`src/bmp24_to_rgba_converter_macros.svh`:
```
// Assertion macros for the BMP 24-bit to RGBA converter.
// Used by the top level only; expects clk_i and rst_ni in scope.
`ifndef BMP24_TO_RGBA_CONVERTER_MACROS_SVH
`define BMP24_TO_RGBA_CONVERTER_MACROS_SVH

// same-cycle implication
`define B2R_ASSERT_IMPL(lbl, ante, cons, msg) \
  lbl: assert property (@(posedge clk_i) disable iff (!rst_ni) (ante) |-> (cons)) \
    else $error(msg);

// next-cycle implication
`define B2R_ASSERT_NEXT(lbl, ante, cons, msg) \
  lbl: assert property (@(posedge clk_i) disable iff (!rst_ni) (ante) |=> (cons)) \
    else $error(msg);

`endif

```
`src/b2r_pkg.sv`:
```
// Shared types and constants for the BMP 24-bit to RGBA converter.
// No dependencies.
package b2r_pkg;

  localparam int unsigned DimBitsDefault = 14;
  localparam int unsigned QueueDepth     = 2;

  localparam logic [1:0] StPixel  = 2'd0;
  localparam logic [1:0] StFormat = 2'd1;
  localparam logic [1:0] StSize   = 2'd2;

  localparam logic [1:0] AlphaNone = 2'd0;
  localparam logic [1:0] AlphaKey  = 2'd1;
  localparam logic [1:0] AlphaAvg  = 2'd2;

  typedef struct packed {
    logic [7:0] file_byte;
    logic       first_byte;
  } in_t;

  typedef struct packed {
    logic [7:0] red;
    logic [7:0] green;
    logic [7:0] blue;
    logic [7:0] alpha;
    logic [1:0] status;
    logic       last_pixel;
  } out_t;

  // front-to-back transaction
  typedef struct packed {
    logic [7:0] red;
    logic [7:0] green;
    logic [7:0] blue;
    logic [1:0] status;
    logic       last_pixel;
    logic       key_pixel;
  } item_t;

  typedef struct packed {
    logic full;
    logic valid;
  } q_stat_t;

endpackage

```
`src/b2r_front.sv`:
```
// Front end: header capture, format/size check, pixel gathering, row padding.
// Depends on b2r_pkg; pushes transactions into b2r_fifo.
module b2r_front #(
  parameter int unsigned DimBits = b2r_pkg::DimBitsDefault
) (
  input  logic             clk_i,
  input  logic             rst_ni,
  input  logic             in_valid_i,
  output logic             in_stall_o,
  input  b2r_pkg::in_t     in_data_i,
  input  b2r_pkg::q_stat_t q_stat_i,
  output logic             push_o,
  output b2r_pkg::item_t   push_item_o
);
  import b2r_pkg::*;

  localparam logic [1:0] PhIdle = 2'd0;
  localparam logic [1:0] PhHead = 2'd1;
  localparam logic [1:0] PhPix  = 2'd2;
  localparam logic [1:0] PhDone = 2'd3;

  localparam logic [5:0] OffWidth  = 6'd18;
  localparam logic [5:0] OffHeight = 6'd22;
  localparam logic [5:0] OffDepth  = 6'd28;
  localparam logic [5:0] OffComp   = 6'd30;
  localparam logic [5:0] OffCheck  = 6'd33;
  localparam logic [5:0] OffLast   = 6'd53;

  localparam logic [31:0] MaxDim = 32'((64'd1 << DimBits) - 64'd1);

  logic [1:0]         phase_q, phase_d;
  logic [5:0]         off_q, off_d;
  logic [31:0]        width_q, width_d;
  logic [31:0]        height_q, height_d;
  logic [15:0]        depth_q, depth_d;
  logic               comp_nz_q, comp_nz_d;
  logic [DimBits-1:0] col_q, col_d;
  logic [DimBits-1:0] row_q, row_d;
  logic [1:0]         pad_q, pad_d;
  logic [1:0]         bip_q, bip_d;
  logic [15:0]        held_q, held_d;
  logic               key_taken_q, key_taken_d;

  logic accept;

  assign in_stall_o = q_stat_i.full;
  assign accept     = in_valid_i & ~q_stat_i.full;

  always_comb begin
    logic [7:0]         byte_v;
    logic [4:0]         sel32;
    logic [3:0]         sel16;
    logic               fmt_err;
    logic               size_err;
    logic [DimBits-1:0] wid;
    logic [DimBits-1:0] hgt;
    logic               col_end;
    logic               row_end;

    byte_v      = in_data_i.file_byte;
    phase_d     = phase_q;
    off_d       = off_q;
    width_d     = width_q;
    height_d    = height_q;
    depth_d     = depth_q;
    comp_nz_d   = comp_nz_q;
    col_d       = col_q;
    row_d       = row_q;
    pad_d       = pad_q;
    bip_d       = bip_q;
    held_d      = held_q;
    key_taken_d = key_taken_q;
    push_o      = 1'b0;
    push_item_o = '0;
    sel32       = '0;
    sel16       = '0;
    fmt_err     = 1'b0;
    size_err    = 1'b0;
    wid         = '0;
    hgt         = '0;
    col_end     = 1'b0;
    row_end     = 1'b0;

    if (accept) begin
      if (in_data_i.first_byte) begin
        phase_d     = PhHead;
        off_d       = '0;
        width_d     = '0;
        height_d    = '0;
        depth_d     = '0;
        comp_nz_d   = 1'b0;
        key_taken_d = 1'b0;
      end

      unique case (phase_d)
        PhHead: begin
          if (off_d >= OffWidth && off_d < OffHeight) begin
            sel32 = {2'(off_d - OffWidth), 3'b000};
            width_d[sel32 +: 8] = byte_v;
          end else if (off_d >= OffHeight && off_d < OffHeight + 6'd4) begin
            sel32 = {2'(off_d - OffHeight), 3'b000};
            height_d[sel32 +: 8] = byte_v;
          end else if (off_d >= OffDepth && off_d < OffComp) begin
            sel16 = {1'(off_d - OffDepth), 3'b000};
            depth_d[sel16 +: 8] = byte_v;
          end else if (off_d >= OffComp && off_d <= OffCheck) begin
            comp_nz_d = comp_nz_d | (byte_v != 8'd0);
          end

          if (off_d == OffCheck) begin
            fmt_err  = (depth_d != 16'd24) || comp_nz_d;
            size_err = (width_d == 32'd0) || (width_d > MaxDim) ||
                       (height_d == 32'd0) || (height_d > MaxDim);
          end

          if (fmt_err || size_err) begin
            push_o                 = 1'b1;
            push_item_o.status     = fmt_err ? StFormat : StSize;
            push_item_o.last_pixel = 1'b1;
            phase_d                = PhDone;
          end else if (off_d >= OffLast) begin
            phase_d = PhPix;
            col_d   = '0;
            row_d   = '0;
            pad_d   = '0;
            bip_d   = '0;
          end else begin
            off_d = off_d + 6'd1;
          end
        end
        PhPix: begin
          wid     = width_d[DimBits-1:0];
          hgt     = height_d[DimBits-1:0];
          col_end = (col_d == wid - DimBits'(1));
          row_end = (row_d == hgt - DimBits'(1));
          if (col_d >= wid) begin
            pad_d = pad_d + 2'd1;
            if (pad_d == width_d[1:0]) begin
              pad_d = '0;
              col_d = '0;
              row_d = row_d + DimBits'(1);
            end
          end else if (bip_d == 2'd0) begin
            held_d[7:0] = byte_v;
            bip_d       = 2'd1;
          end else if (bip_d == 2'd1) begin
            held_d[15:8] = byte_v;
            bip_d        = 2'd2;
          end else begin
            bip_d                  = 2'd0;
            push_o                 = 1'b1;
            push_item_o.red        = byte_v;
            push_item_o.green      = held_d[15:8];
            push_item_o.blue       = held_d[7:0];
            push_item_o.status     = StPixel;
            push_item_o.last_pixel = col_end && row_end;
            push_item_o.key_pixel  = ~key_taken_d;
            key_taken_d            = 1'b1;
            if (col_end && row_end) begin
              phase_d = PhDone;
            end else if (col_end && width_d[1:0] == 2'd0) begin
              col_d = '0;
              row_d = row_d + DimBits'(1);
            end else begin
              col_d = col_d + DimBits'(1);
            end
          end
        end
        default: begin
        end
      endcase
    end
  end

  always_ff @(posedge clk_i or negedge rst_ni) begin
    if (!rst_ni) begin
      phase_q     <= PhIdle;
      off_q       <= '0;
      width_q     <= '0;
      height_q    <= '0;
      depth_q     <= '0;
      comp_nz_q   <= 1'b0;
      col_q       <= '0;
      row_q       <= '0;
      pad_q       <= '0;
      bip_q       <= '0;
      key_taken_q <= 1'b0;
    end else begin
      phase_q     <= phase_d;
      off_q       <= off_d;
      width_q     <= width_d;
      height_q    <= height_d;
      depth_q     <= depth_d;
      comp_nz_q   <= comp_nz_d;
      col_q       <= col_d;
      row_q       <= row_d;
      pad_q       <= pad_d;
      bip_q       <= bip_d;
      key_taken_q <= key_taken_d;
    end
  end

  always_ff @(posedge clk_i) begin
    held_q <= held_d;
  end

endmodule

```
`src/b2r_fifo.sv`:
```
// Short register queue between front and back ends.
// Depends on b2r_pkg for the transaction and status types.
module b2r_fifo #(
  parameter int unsigned Depth = b2r_pkg::QueueDepth
) (
  input  logic             clk_i,
  input  logic             rst_ni,
  input  logic             push_i,
  input  b2r_pkg::item_t   push_item_i,
  input  logic             pop_i,
  output b2r_pkg::item_t   pop_item_o,
  output b2r_pkg::q_stat_t q_stat_o
);
  import b2r_pkg::*;

  localparam int unsigned PtrW = (Depth > 1) ? $clog2(Depth) : 1;
  localparam int unsigned CntW = $clog2(Depth + 1);
  localparam logic [PtrW-1:0] LastPtr = PtrW'(Depth - 1);

  item_t           mem_q [Depth];
  logic [PtrW-1:0] wr_ptr_q, wr_ptr_d;
  logic [PtrW-1:0] rd_ptr_q, rd_ptr_d;
  logic [CntW-1:0] cnt_q, cnt_d;

  assign q_stat_o.full  = (cnt_q == CntW'(Depth));
  assign q_stat_o.valid = (cnt_q != '0);
  assign pop_item_o     = mem_q[rd_ptr_q];

  always_comb begin
    wr_ptr_d = wr_ptr_q;
    rd_ptr_d = rd_ptr_q;
    cnt_d    = cnt_q;
    if (push_i) begin
      wr_ptr_d = (wr_ptr_q == LastPtr) ? '0 : wr_ptr_q + PtrW'(1);
    end
    if (pop_i) begin
      rd_ptr_d = (rd_ptr_q == LastPtr) ? '0 : rd_ptr_q + PtrW'(1);
    end
    if (push_i && !pop_i) begin
      cnt_d = cnt_q + CntW'(1);
    end else if (pop_i && !push_i) begin
      cnt_d = cnt_q - CntW'(1);
    end
  end

  always_ff @(posedge clk_i or negedge rst_ni) begin
    if (!rst_ni) begin
      wr_ptr_q <= '0;
      rd_ptr_q <= '0;
      cnt_q    <= '0;
    end else begin
      wr_ptr_q <= wr_ptr_d;
      rd_ptr_q <= rd_ptr_d;
      cnt_q    <= cnt_d;
    end
  end

  always_ff @(posedge clk_i) begin
    if (push_i) begin
      mem_q[wr_ptr_q] <= push_item_i;
    end
  end

endmodule

```
`src/b2r_back.sv`:
```
// Back end: alpha generation (color key or RGB average) and output register.
// Depends on b2r_pkg; pops transactions from b2r_fifo.
module b2r_back (
  input  logic             clk_i,
  input  logic             rst_ni,
  input  logic             cfg_we_i,
  input  logic [1:0]       cfg_wdata_i,
  input  b2r_pkg::q_stat_t q_stat_i,
  input  b2r_pkg::item_t   pop_item_i,
  output logic             pop_o,
  output logic             out_valid_o,
  input  logic             out_stall_i,
  output b2r_pkg::out_t    out_data_o
);
  import b2r_pkg::*;

  // floor(s / 3) = (s * 683) >> 11 for s <= 765
  localparam logic [19:0] RecipThird = 20'd683;
  localparam int unsigned RecipShift = 11;

  logic [1:0]  mode_q;
  logic        out_valid_q;
  out_t        out_q, out_d;
  logic [23:0] key_q, key_d;
  logic        take;

  assign take        = q_stat_i.valid & (~out_valid_q | ~out_stall_i);
  assign pop_o       = take;
  assign out_valid_o = out_valid_q;
  assign out_data_o  = out_q;

  always_comb begin
    logic [23:0] colour;
    logic [9:0]  sum;
    logic [19:0] prod;

    colour = {pop_item_i.red, pop_item_i.green, pop_item_i.blue};
    sum    = 10'(pop_item_i.red) + 10'(pop_item_i.green) + 10'(pop_item_i.blue);
    prod   = 20'(sum) * RecipThird;
    key_d  = pop_item_i.key_pixel ? colour : key_q;

    out_d.red        = pop_item_i.red;
    out_d.green      = pop_item_i.green;
    out_d.blue       = pop_item_i.blue;
    out_d.alpha      = 8'd0;
    out_d.status     = pop_item_i.status;
    out_d.last_pixel = pop_item_i.last_pixel;

    if (pop_item_i.status == StPixel) begin
      unique case (mode_q)
        AlphaKey: begin
          if (colour == key_d) begin
            out_d.red   = 8'd0;
            out_d.green = 8'd0;
            out_d.blue  = 8'd0;
          end else begin
            out_d.alpha = 8'd255;
          end
        end
        AlphaAvg: out_d.alpha = prod[RecipShift +: 8];
        default:  out_d.alpha = 8'd0;
      endcase
    end
  end

  always_ff @(posedge clk_i or negedge rst_ni) begin
    if (!rst_ni) begin
      mode_q      <= AlphaNone;
      out_valid_q <= 1'b0;
    end else begin
      if (cfg_we_i) begin
        mode_q <= cfg_wdata_i;
      end
      if (take) begin
        out_valid_q <= 1'b1;
      end else if (!out_stall_i) begin
        out_valid_q <= 1'b0;
      end
    end
  end

  always_ff @(posedge clk_i) begin
    if (take) begin
      out_q <= out_d;
      key_q <= key_d;
    end
  end

endmodule

```
`src/bmp24_to_rgba_converter.sv`:
```
// Top level of the streaming BMP 24-bit to RGBA converter.
// Depends on b2r_pkg, b2r_front, b2r_fifo, b2r_back and the assertion macros.
//
//  channel | direction | handshake               | payload
//  --------+-----------+-------------------------+--------------------------
//  in      | input     | in_valid_i / in_stall_o | in_data_i   (file byte)
//  out     | output    | out_valid_o/out_stall_i | out_data_o  (RGBA/status)
//  cfg     | input     | cfg_we_i                | cfg_wdata_i (alpha mode)
//
// One file byte per cycle is accepted while in_stall_o is low; a result is
// queued by the front decode, then registered in the alpha stage output.
// in_stall_o rises only while the two-entry queue is full, i.e. when the
// output has been stalled long enough to back results up.
// Reset clears the parser to idle, empties the queue and the output register
// and sets the alpha mode to none.
module bmp24_to_rgba_converter #(
  parameter int unsigned DimBits = b2r_pkg::DimBitsDefault
) (
  input  logic          clk_i,
  input  logic          rst_ni,
  input  logic          in_valid_i,
  output logic          in_stall_o,
  input  b2r_pkg::in_t  in_data_i,
  output logic          out_valid_o,
  input  logic          out_stall_i,
  output b2r_pkg::out_t out_data_o,
  input  logic          cfg_we_i,
  input  logic [1:0]    cfg_wdata_i
);
  import b2r_pkg::*;

  logic    push;
  logic    pop;
  item_t   push_item;
  item_t   pop_item;
  q_stat_t q_stat;
  logic    err_zero;

  assign err_zero = out_data_o.last_pixel && out_data_o.alpha == 8'd0 &&
                    out_data_o.red == 8'd0 && out_data_o.green == 8'd0 &&
                    out_data_o.blue == 8'd0;

  b2r_front #(
    .DimBits(DimBits)
  ) u_front (
    .clk_i      (clk_i),
    .rst_ni     (rst_ni),
    .in_valid_i (in_valid_i),
    .in_stall_o (in_stall_o),
    .in_data_i  (in_data_i),
    .q_stat_i   (q_stat),
    .push_o     (push),
    .push_item_o(push_item)
  );

  b2r_fifo #(
    .Depth(QueueDepth)
  ) u_fifo (
    .clk_i      (clk_i),
    .rst_ni     (rst_ni),
    .push_i     (push),
    .push_item_i(push_item),
    .pop_i      (pop),
    .pop_item_o (pop_item),
    .q_stat_o   (q_stat)
  );

  b2r_back u_back (
    .clk_i      (clk_i),
    .rst_ni     (rst_ni),
    .cfg_we_i   (cfg_we_i),
    .cfg_wdata_i(cfg_wdata_i),
    .q_stat_i   (q_stat),
    .pop_item_i (pop_item),
    .pop_o      (pop),
    .out_valid_o(out_valid_o),
    .out_stall_i(out_stall_i),
    .out_data_o (out_data_o)
  );

`include "bmp24_to_rgba_converter_macros.svh"

  `B2R_ASSERT_IMPL(a_no_overflow, push, !q_stat.full, "push into full queue")
  `B2R_ASSERT_IMPL(a_pop_nonempty, pop, q_stat.valid, "pop from empty queue")
  `B2R_ASSERT_NEXT(a_push_lands, push && !pop, q_stat.valid, "pushed transaction lost")
  `B2R_ASSERT_IMPL(a_err_result, out_valid_o && out_data_o.status != StPixel, err_zero, "error result not cleared")

endmodule

```
`config.mk`:
```
export PLATFORM = sky130hd
export DESIGN_NAME = bmp24_to_rgba_converter
export DESIGN_NICKNAME = d
export VERILOG_FILES = /design/src/b2r_pkg.sv /design/src/b2r_front.sv /design/src/b2r_fifo.sv /design/src/b2r_back.sv /design/src/bmp24_to_rgba_converter.sv
export VERILOG_INCLUDE_DIRS = /design/src /design/src/src
export SDC_FILE = /design/constraint.sdc
export NUM_CORES = 1
export LEC_CHECK = 0
export BUFFER_PORTS_ARGS = -buffer_cell sky130_fd_sc_hd__clkbuf_2
export CORE_AREA = 4 4 230 187
export CTS_BUF_LIST = sky130_fd_sc_hd__clkbuf_8 sky130_fd_sc_hd__clkbuf_16
export DETAILED_ROUTE_END_ITERATION = 12
export DIE_AREA = 0 0 234 191
export SLEW_MARGIN = 15
export SYNTH_ARGS = -nofsm -noshare
export SYNTH_HDL_FRONTEND = slang
export SYNTH_SLANG_ARGS = --single-unit
```
`constraint.sdc`:
```
create_clock -name clk_i -period 19.8 [get_ports clk_i]
set_input_delay 2.97 -clock clk_i [delete_from_list [all_inputs] [get_ports clk_i]]
set_output_delay 2.97 -clock clk_i [all_outputs]
set_load 0.02 [all_outputs]
```
* After elaboration in Yosys (flattened, before gate mapping)
Memories as Yosys holds them, arrays and structs flattened.
Cells that the tools add are included.
** Operators by class
- Add/subtract/negate cells :: 18
- $mul :: 1
- Magnitude comparators :: 12
- Equality and inequality tests :: 22
- Shifts and indexed selects :: 6
- Multiplexer cells :: 113
- Bitwise logic cells :: 10
- Reductions and logical operators :: 30
** Operators by type and width (count)
- $mux W32 :: 14
- $mux W14 :: 14
- $mux W16 :: 8
- $mux W28 :: 4
- $mux W24 :: 4
- $bwmux W32 :: 2
- $gt A32 B14 Y1 const B :: 2
- $logic_not A32 Y1 :: 2
- $shift A8 B7 Y32 const A :: 2
- $shiftx A8 B7 Y32 :: 2
- $pmux W14 S2 :: 2
- $mux W2 :: 18
- $mux W1 :: 33
- $mux W6 :: 5
- $add A14 B1 Y14 const B :: 2
- $eq A14 B14 Y1 :: 2
- $sub A14 B1 Y14 const B :: 2
- $eq A24 B24 Y1 :: 1
- $ge A6 B5 Y1 const B :: 4
- $mul A10 B10 Y19 const B :: 1
- $lt A6 B5 Y1 const B :: 3
- $bwmux W16 :: 1
- $ne A16 B5 Y1 const B :: 1
- $pmux W8 S2 :: 1
- 42 further kinds :: 82
** Storage, ports and cells
- Flip-flop bits (word level) :: 204
- Bits in writable memories :: 56
- Input port bits :: 16
- Output and inout port bits :: 37
- Word-level logic and storage cells :: 238
- Memories :: 1
** Memory list
- u_fifo.mem_q :: depth 2, bits a word 28, read ports 1, clocked after memory_dff 0, wr ports 1, line b2r_fifo.sv:20 : item_t mem_q [Depth];

* Logic depth before layout (Yosys ltp)
Gate-level depths: netlist of the first run.
- Depth after elaboration :: 26
- Gate-level depth with buffers :: 37

* Cells and area by module
A second synthesis of the first run with hierarchy kept.
** Unflattened totals
- Cell total of the unflattened synthesis :: 1530
- Area total of the unflattened synthesis :: 16125.5 um^2
** Modules (own cells, without submodules)
- b2r_front :: times used 1, cells an instance 987, area an instance 8862.2 um^2
- b2r_back :: times used 1, cells an instance 440, area an instance 5006.1 um^2
- b2r_fifo :: times used 1, cells an instance 103, area an instance 2257.2 um^2

* Worst setup path before layout of the first run
OpenSTA, ideal clock, no wires.
- Path kind :: input-to-reg
- Start point :: in in_data_i[0] (netlist bit)
- End point :: mem u_fifo.mem_q[0][0] (netlist bit) (enable)
- Arrival :: 8.024 ns
- Path slack :: 11.360 ns
- Stages :: 17
- Path buffers :: 5
- Cell sequence :: clkbuf_1 -> inv_1 -> clkbuf_1 -> clkbuf_1 -> clkbuf_1 -> clkbuf_1 -> nand2_1 -> ha_1 -> a21o_1 -> a21o_1 -> a211oi_1 -> o21ai_0 -> a2111oi_2 -> and2_0 -> nand2_1 -> a21oi_1 -> nor2b_1
** On the way
- Word-level cells in the longest chain between the ends :: 22
- Elaborated cells on any way between the ends :: 84
** Ends and longest elaborated chain
- start: declaration :: line bmp24_to_rgba_converter.sv:23 : input b2r_pkg::in_t in_data_i,
- $mux W6 :: line b2r_front.sv:85 : if (in_data_i.first_byte) begin
- $mux W6 :: line b2r_front.sv:84 : if (accept) begin
- $sub A2 B2 Y2 or $sub A1 B1 Y1 (tied branches) :: line b2r_front.sv:98, b2r_front.sv:101, b2r_front.sv:104
- $neg A5 Y7 or $neg A4 Y6 (tied branches) :: line b2r_front.sv:99, b2r_front.sv:102, b2r_front.sv:105
- $shiftx A8 B7 Y32 (tied with other cells) :: line b2r_front.sv:99, b2r_front.sv:102
- $bwmux W32 (tied with other cells) :: line b2r_front.sv:99 : width_d[sel32 +: 8] = byte_v;
- $mux W32 (tied with other cells) :: line b2r_front.sv:97 : if (off_d >= OffWidth && off_d < OffHeight) begin
- $mux W32 (tied with other cells) :: line b2r_front.sv:95 : unique case (phase_d)
- (+7 left out)
- $mux W1 :: line b2r_front.sv:84
- $logic_or A1 B1 Y1 :: line b2r_front.sv:116 : if (fmt_err || size_err) begin
- $mux W1 :: line b2r_front.sv:116
- $pmux W1 S2 (*) :: line b2r_front.sv:95
- $mux W1 (*) :: line b2r_front.sv:84
- net push :: line bmp24_to_rgba_converter.sv:32 : logic push;
- $mux W1 (*) :: line b2r_fifo.sv:59 : if (push_i) begin
- $mux W1 (not written as such) (*) :: line b2r_fifo.sv:60 : mem_q[wr_ptr_q] <= push_item_i;
- end: declaration :: line b2r_fifo.sv:20
Mark *: on every way through the listed nets, which the timed path passes. The rest lies on a longest branch. The select of a mux whose other input is x is not followed.

* Worst setup path after layout of the first run
- Start point :: reg u_fifo.rd_ptr_q
- End point :: reg u_back.out_q (netlist bit u_back.out_data_o[10]) (data pin)
** On the way
- Word-level cells in the longest chain between the ends :: 5
- Elaborated cells on any way between the ends :: 9
** Ends and longest elaborated chain
- start: declaration :: line b2r_fifo.sv:22 : logic [PtrW-1:0] rd_ptr_q, rd_ptr_d;
- start signal: assignment :: line b2r_fifo.sv:53 : rd_ptr_q <= rd_ptr_d;
- $mem_v2 Z2 W28 (*)
- $add A8 B8 Y9 or $mux W24 (tied branches) :: line b2r_back.sv:38, b2r_back.sv:40
- $add A10 B8 Y10 or $eq A24 B24 Y1 (tied branches) :: line b2r_back.sv:38, b2r_back.sv:52
- $mul A10 B10 Y19 or $mux W8 (tied branches) :: line b2r_back.sv:39, b2r_back.sv:52
- $pmux W8 S2 :: line b2r_back.sv:50 : unique case (mode_q)
- end signal: assignment :: line b2r_back.sv:84 : out_q <= out_d;
- end: declaration :: line b2r_back.sv:23 : out_t out_q, out_d;
Every way passes the cells marked *; elsewhere a longest branch is shown, timed or not.
A chain may end at the register's enable or synchronous reset.

==> flow_summary.toml, run 1 <==
[run_status]
outcome = "completed"

[floorplan]
io_pins = 53
fp.dieH_um = 191
rows = 66
die_w_um = 234
core_area_sq_um = 40500
die_area_sq_um = 44700
start_util_pct = 39.8

[route]
antenna_left = 0
viasPerCell = 5.67
first_iter_violations = 1396
wl_per_cell_um = 19.3
drc = 0
totalWireLength_um = 41600
detail_route.first_pass.iterations = 5
dr_total_vias = 12300

[yosys]
synthArstFlopShare_pct = 49.6
synthCells = 1575
synth_top_area_share_pct = 24.4
ys_types = 85
synthFlopType = "edfxtp_1"
ys_ff_latch = 260
yosysTopAreaCell = "edfxtp_1"
synthTopCellsByCount = "131 x edfxtp_1, 129 x dfrtp_1, 109 x inv_1, 109 x nor2_1, 107 x nand2_1"
syn_nets = 1715
synth.most_common_cell = "edfxtp_1"
netlist_area_sq_um = 16100
syn_area_per_cell_sq_um = 10.2
synth_seq_area_share_pct = 44.4
synth_warnings = 0
synth_edf_count = 131
synth.area.top_cells = "edfxtp_1 24%, dfrtp_1 20%, ha_1 8.1%, a22o_1 4.0%, mux2i_1 3.2%"

[min_path]
hp-class = "reg -> reg"
holdPathStages = 2
hp-start = "u_front.width_q[23]"

[sta]
finalCritPeriodShare_pct = 44.5
worstMarginPinSlew_ps = 1160
finalMaxSlewViolations = 0
finalSetupViolCount = 0
tns_ps = 0
hold_ws_ps = 485
clock-skew-final_ps = 11.7
grt_setup_unrepaired = "false"
hold_viol = 0
layout_min_cycle_time_ps = 8810
clock.fmax_mhz = 113
slew_headroom_pct = 22.4

[placed_design]
placedInstanceArea_sq_um = 16900
port_buffers = 52
routabilityCongestion = 0.887
hpwl_um = 28300

[clocking]
post_cts_buffers = 0
cts_tree = "built"
htreeDepth = 1
clockBufferDepth = 3
ctsHoldBuffers = 0
clkTransAtPathRegs_ps = 60
root_buffer = "clkbuf_16"
cts_buffers = 29
ctsResizeCount = 0
clock_latency_ps = 560
cts.sinks = 260

[critical_path]
cp-startpoint = "u_fifo.rd_ptr_q"
rr_worst_depth = 32
reg2reg_from = "u_fifo.rd_ptr_q"
worstSetupEndpointType = "register"
cp-start-kind = "register"
crit_slowest_cell = "mux2i_1"
crit_type = "reg -> reg"
cpMostUsedCell = "ha_1"
required_ps = 20100
cpPeakStageDelay_ps = 580
path_max_fanout = 29
arrival_ps = 9110

[power_and_ir_drop]
p_leak_nw = 7.20
total_power_mw = 1.21
irDropWorstVdd_mv = 0.0611
power_density_nw_per_um2 = 67.9

[global_routing]
grt_pass1_vias = 11800
antenna_found_initial = 0
grtUsageTotal_pct = 18.4
grt_pass1_wl_um = 66700
grt_overflow = 0
grt_start_max_net_pins = 76

[layout]
syn_to_final_growth_pct = 10.7
num-nets-final = 1734
multiInputGateArea_sq_um = 8260
drive_above_1_share_pct = 9.84
nFillCells = 3860
fin_area_sq_um = 17900
antennaDiodeCount = 0
area.sequential_sq_um = 7160

[job]
drv_cap = 0
## worst paths after layout
check,to,slack (ps)
worst max-delay path,u_back.out_data_o[10],10990
worst min-delay path,u_front.width_q[23],480
worst max register to register,u_back.out_data_o[10],10990
worst min register to register,u_front.width_q[23],480
max in group asynchronous,u_front.depth_q[5],16030
min in group asynchronous,u_front.row_q[12],2370
## per-layer routing
metal | track usage [%] | up-vias | wire length, um
met5 | 0 | - | 0
met4 | 3.95 | 0 | 922
met3 | 2.74 | 64 | 2530
met2 | 27.1 | 361 | 17500
met1 | 28.7 | 6003 | 20700
li1 | - | 5828 | -
## cell families after synthesis
logic type      count (synthesis)  share of synthesized area [%]
simple gates                  462                           14.9
xor+xnor                       85                           4.70
buf+inv                       190                           4.53
mux                            65                           4.16
fa+ha+maj                     124                           10.5
compound gates                389                           16.8
flops                         260                           44.4
## worst max-delay path: cells and delay by family, from the launching register on
| kind | cells | cell delay, ps |
|---|---|---|
| adder cells (fa/ha/maj) | 8 | 3130 |
| AO/OA/AOI/OAI | 13 | 2890 |
| buffers and inverters | 5 | 760 |
| XOR/XNOR | 3 | 670 |
| multiplexers | 1 | 580 |
| flip-flops | 1 | 320 |
| AND/OR/NAND/NOR | 2 | 160 |
## placed cells by master (no fill, tap or decap), types with 40 or more instances in the layout
master and n:
edfxtp_1 131, a21oi_1 78, a22o_1 74, o21ai_0 69
inv_1 112, ha_1 104, dfrtp_1 129, clkbuf_2 51
nand2_1 107, mux2i_1 51, nor2_1 109, xnor2_1 44
xor2_1 40
## final cells by class
cell class | instances | share of cell area [%]
clock buffer | 29 | 4.06
clock inverter | 24 | 1.34
inverter | 109 | 2.29
multi-input combinational | 1125 | 46.2
sequential | 260 | 40.1
tap | 544 | 3.81
timing repair buffer | 69 | 2.21
## sequential cells by signal, summed over array words and instances, names as in the netlist, 2 cells and up
| name | count |
|---|---|
| u_fifo.mem_q | 56 |
| u_back.out_data_o | 35 |
| u_front.height_q | 32 |
| u_front.width_q | 32 |
| u_back.key_q | 24 |
| u_front.depth_q | 16 |
| u_front.held_q | 16 |
| u_front.col_q | 14 |
| u_front.row_q | 14 |
| u_front.off_q | 6 |
| u_back.mode_q | 2 |
| u_fifo.cnt_q | 2 |
| u_front.bip_q | 2 |
| u_front.pad_q | 2 |
| u_front.phase_q | 2 |
## through the flow
step | util, % | cells | setup WS, ps
finish | 44.1 | 2160 | 10990
global route | 44.1 | 2160 | 10310
CTS | 44.1 | 2160 | 10970
detailed placement | 41.7 | 2107 | 11020
global placement | 41.7 | 2107 | 11290
floorplan | - | 1575 | 11360
## report_power, final
group	total [mW]	internal (mW)	switching [mW]	leakage, nW
sequential	0.576	0.569	0.00726	2.80
clock	0.553	0.320	0.232	0.476
combinational	0.0853	0.0224	0.0629	3.92
No activity file was read; power rests on OpenSTA's default activity.
==> run 2, diff against run 1 <==
Clock period 19.8 ns to 8.6 ns, I/O delays scaled along.
==> flow_summary.toml, run 2 (synthesis gave the netlist of run 1 again) <==
[placed_design]
placedInstanceArea_sq_um = 17000
routabilityCongestion = 0.861
hpwl_um = 28200
port_buffers = 52
dp_slack_ps = 316
dp.cells = 2121

[layout]
top_register = "u_fifo.mem_q"
fin_util_pct = 44.5
fin_area_sq_um = 18000
antennaDiodeCount = 0
final_common_cell = "edfxtp_1"
final_cell_mix = "131 x edfxtp_1, 129 x dfrtp_1, 113 x inv_1"
multiInputGateArea_sq_um = 8290
syn_to_final_growth_pct = 11.8
largest_reg_flops = 56
drive_above_1_share_pct = 11.2
area.sequential_sq_um = 7160
nFillCells = 3848
stdcell_count = 2174
num-nets-final = 1748

[route]
wl_met3_um = 2350
first_iter_violations = 885
antenna_left = 0
dr_total_vias = 12300
drc = 0
topRoutingLayerUsed = "met4"
detail_route.first_pass.iterations = 6
totalWireLength_um = 41000
wl_met1_um = 20300
wl_per_cell_um = 18.9
wl_met2_um = 17400
viasPerCell = 5.66

[global_routing]
grtUsageTotal_pct = 18.1
antenna_found_initial = 0
grt_start_max_net_pins = 74
grt_overflow = 0
grt_pass1_vias = 11800
grt_pass1_wl_um = 65500

[sta]
clock-skew-final_ps = 15.1
grt_setup_unrepaired = "false"
worstMarginPinSlew_ps = 994
clock.fmax_mhz = 126
finalMaxSlewViolations = 0
hold_viol = 0
slew_headroom_pct = 33.3
tns_ps = 0
finalCritPeriodShare_pct = 92.5
hold_ws_ps = 482
worst_slack_ps = 644
finalSetupViolCount = 0
layout_min_cycle_time_ps = 7960

[clocking]
clockBufferDepth = 3
cts.sinks = 260
cts_buffers = 29
root_buffer = "clkbuf_16"
post_cts_buffers = 0
ctsHoldBuffers = 0
htreeDepth = 1
clock_latency_ps = 560
cts_tree = "built"
clkTransAtPathRegs_ps = 60

[critical_path]
worstSetupEndpointType = "register"
cp-start-kind = "register"
path_max_fanout = 14
arrival_ps = 8260
required_ps = 8910
crit_buf_inv = 5
crit_type = "reg -> reg"
cpPeakStageDelay_ps = 530
crit_family = "adder cells"
crit_slowest_cell = "fa_1"

[power_and_ir_drop]
total_power_mw = 2.82
p_leak_nw = 7.31
power_density_nw_per_um2 = 156
irDropWorstVdd_mv = 0.152

[floorplan]
rows = 66
fp.dieH_um = 191
die_w_um = 234
core_area_sq_um = 40500
io_pins = 53
die_area_sq_um = 44700
start_util_pct = 39.8

[job]
drv_cap = 0

[run_status]
outcome = "completed"

[min_path]
hp-class = "reg -> reg"
run 2: changes by cell type in the layout (fill, tap and decap cells not counted), sizes merged:
cell	delta
buf	+14
clkinvlp	-2
bufinv	+1
clkbuf	+1
clkinv	+1
inv	-1
run 2: final timing paths:
| check | start | to | slack [ps] | depth (start not counted) |
|---|---|---|---|---|
| worst max register to register | u_fifo.rd_ptr_q | u_back.out_data_o[10] | 640 | 31 |
| worst max-delay path | u_fifo.rd_ptr_q | u_back.out_data_o[10] | 640 | 31 |
| worst min register to register | u_front.key_taken_q | u_front.key_taken_q | 480 | 1 |
| worst min-delay path | u_front.key_taken_q | u_front.key_taken_q | 480 | 1 |
| min in group asynchronous | rst_ni | u_front.row_q[7] | 690 | 1 |
| max in group asynchronous | rst_ni | u_front.depth_q[5] | 6570 | 2 |
run 2: report_power, final:
part           internal [mW]  switching (mW)  leakage (nW)
Combinational         0.0518           0.144          4.00
Sequential              1.31          0.0171          2.80
Clock                  0.773           0.527         0.508
run 2: metal layers:
metal | vias up | track usage, %
li1 | 5851 | -
met4 | 0 | 4.52
met3 | 65 | 3.01
met5 | - | 0
met1 | 6050 | 27.8
met2 | 332 | 26.3
run 2: repair_timing:
action	4_1_cts	5_1_grt
setup endpoints to repair	0	2
resized for setup	0	4
endpoints found under the hold margin	0	0
run 2: area by class of cell:
type / instances / area share (%)
inverters: 109 / 2.27
clock buffers: 30 / 4.10
clock inverters: 23 / 1.38
flip-flops and latches: 260 / 39.7
multi-input cells: 1125 / 46.0
well taps: 544 / 3.77
repair buffers: 83 / 2.79
==> run 3, diff against run 2 <==
Settings changed: ABC_AREA from default to 1, CORE_AREA 4 4 230 187 to 4 4 246 200, DIE_AREA 0 0 234 191 to 0 0 250 204, PLACE_DENSITY from default to 0.58.
==> flow_summary.toml, run 3 <==
[yosys]
synthSimpleGateAreaFrac_pct = 27.1
synthTopCellsByCount = "648 x nand2_1, 315 x inv_1, 244 x nor2_1, 191 x o21ai_0, 131 x edfxtp_1"
yosysTopAreaCell = "edfxtp_1"
ys_ff_latch = 260
synthFlopType = "edfxtp_1"
synth_top_area_share_pct = 21.2
synth_mux_area_share_pct = 0.108
synth.area.top_cells = "edfxtp_1 21%, dfrtp_1 17%, nand2_1 13%, ha_1 7.0%, inv_1 6.4%"
synthCells = 2461
synth_compound_area_share_pct = 11.8
syn_area_per_cell_sq_um = 7.55
synth_top_family_by_area = "simple AND/OR/NAND/NOR gates"
ys_types = 55
synth_seq_area_share_pct = 38.6
synth_edf_count = 131
synth_xor_area_share_pct = 4.22
synth.most_common_cell = "nand2_1"
netlist_area_sq_um = 18600
synth_adder_area_share_pct = 9.16
synth_warnings = 0
syn_nets = 2601
synthArstFlopShare_pct = 49.6

[clocking]
root_buffer = "clkbuf_16"
ctsHoldBuffers = 0
cts_tree = "built"
cts.sinks = 260
cts_buffers = 31
post_cts_buffers = 0
htreeDepth = 1
clock_latency_ps = 600
clockBufferDepth = 3
clkTransAtPathRegs_ps = 60

[critical_path]
cpMostUsedCell = "inv_1"
cpPeakStageDelay_ps = 530
worstSetupEndpointType = "register"
required_ps = 8930
cp-start-kind = "register"
path_max_fanout = 28
crit_type = "reg -> reg"
arrival_ps = 8210
crit_slowest_cell = "fa_1"

[sta]
grt_setup_unrepaired = "false"
hold_viol = 0
worstMarginPinSlew_ps = 975
finalMaxSlewViolations = 0
clock-skew-final_ps = 22.1
tns_ps = 0
slew_headroom_pct = 35.0
finalCritPeriodShare_pct = 91.7
clock.fmax_mhz = 127
layout_min_cycle_time_ps = 7890
finalSetupViolCount = 0
worst_slack_ps = 713
hold_ws_ps = 481

[layout]
final_common_cell = "nand2_1"
fin_util_pct = 43.8
multiInputGateArea_sq_um = 9760
largest_reg_flops = 56
num-nets-final = 2606
drive_above_1_share_pct = 7.91
nFillCells = 4639
final_cell_mix = "648 x nand2_1, 312 x inv_1, 243 x nor2_1"
syn_to_final_growth_pct = 10.1
antennaDiodeCount = 0
top_register = "u_fifo.mem_q"
area.sequential_sq_um = 7160

[global_routing]
antenna_found_initial = 0
grt_pass1_vias = 15500
grtUsageTotal_pct = 19.5
grt_overflow = 0
grt_start_max_net_pins = 87
grt_pass1_wl_um = 82300

[floorplan]
rows = 71
die_area_sq_um = 51000
core_area_sq_um = 46600
fp.dieH_um = 204
io_pins = 53
start_util_pct = 39.8
die_w_um = 250

[run_status]
outcome = "completed"

[job]
drv_cap = 0

[placed_design]
hpwl_um = 36000
dp_slack_ps = 558
port_buffers = 52
routabilityCongestion = 0.889

[route]
viasPerCell = 5.23
totalWireLength_um = 50400
wl_per_cell_um = 16.2
detail_route.first_pass.iterations = 5
drc = 0
antenna_left = 0
dr_total_vias = 16300
first_iter_violations = 1536

[min_path]
hp-class = "reg -> reg"
run 3: worst max-delay path, delay by kind of cell, from the launching register on:
kind            cells  cell delay (ps)
fa+ha+maj           8             2980
simple gates       13             1350
compound gates      6             1290
buf+inv            10              950
xor+xnor            3              650
flops               1              390
run 3: final timing paths:
check                                   endpoint  cells after the start  slack [ps]                 from
setup reg to reg           u_back.out_data_o[10]                     40         710      u_fifo.rd_ptr_q
hold / removal               u_front.height_q[8]                      2         480  u_front.height_q[8]
min in group asynchronous       u_front.col_q[4]                      1         680               rst_ni
setup / recovery           u_back.out_data_o[10]                     40         710      u_fifo.rd_ptr_q
hold reg to reg              u_front.height_q[8]                      2         480  u_front.height_q[8]
max in group asynchronous    u_front.width_q[29]                      2        6520               rst_ni
run 3: cells by family (layout without fill, tap and decap cells):
kind of cell / after synthesis / count (layout)
and+or+nand+nor: 1169 / 1169
buffers and inverters: 418 / 448
AOI/OAI and AO/OA: 400 / 400
DFF: 260 / 260
adders and majority gates: 124 / 124
xor gates and xnor gates: 88 / 88
muxes: 2 / 2
run 3: area by class of cell:
class	count	area share (%)
flip-flops and latches	260	35.0
well taps	620	3.80
inverters	319	5.88
repair buffers	71	2.00
multi-input cells	1783	47.8
clock inverters	24	1.54
clock buffers	34	4.00
run 3: what timing repair did:
action | CTS | global route
setup endpoints to repair | 0 | 4
endpoints found under the hold margin | 0 | 0
resized for setup | 0 | 2
run 3: through the flow:
stage                     cell area (sq um)  instances
after floorplan                       18600       2461
after global placement                19300       3053
after detailed placement              19300       3053
after CTS                             20400       3111
after global routing                  20400       3111
final                                 20400       3111
run 3: layer usage:
metal | vias up | GRT usage, % | share of wire (%)
met5 | - | 0 | 0
met4 | 0 | 4.81 | 2.3
met3 | 83 | 2.63 | 6.3
met2 | 487 | 29.8 | 43
met1 | 7653 | 29.2 | 49
li1 | 8038 | - | -
Power of run 3 is left out: the tool's default activity adds up to more than one toggle a clock period on the data nets, which glitch-free logic cannot reach.
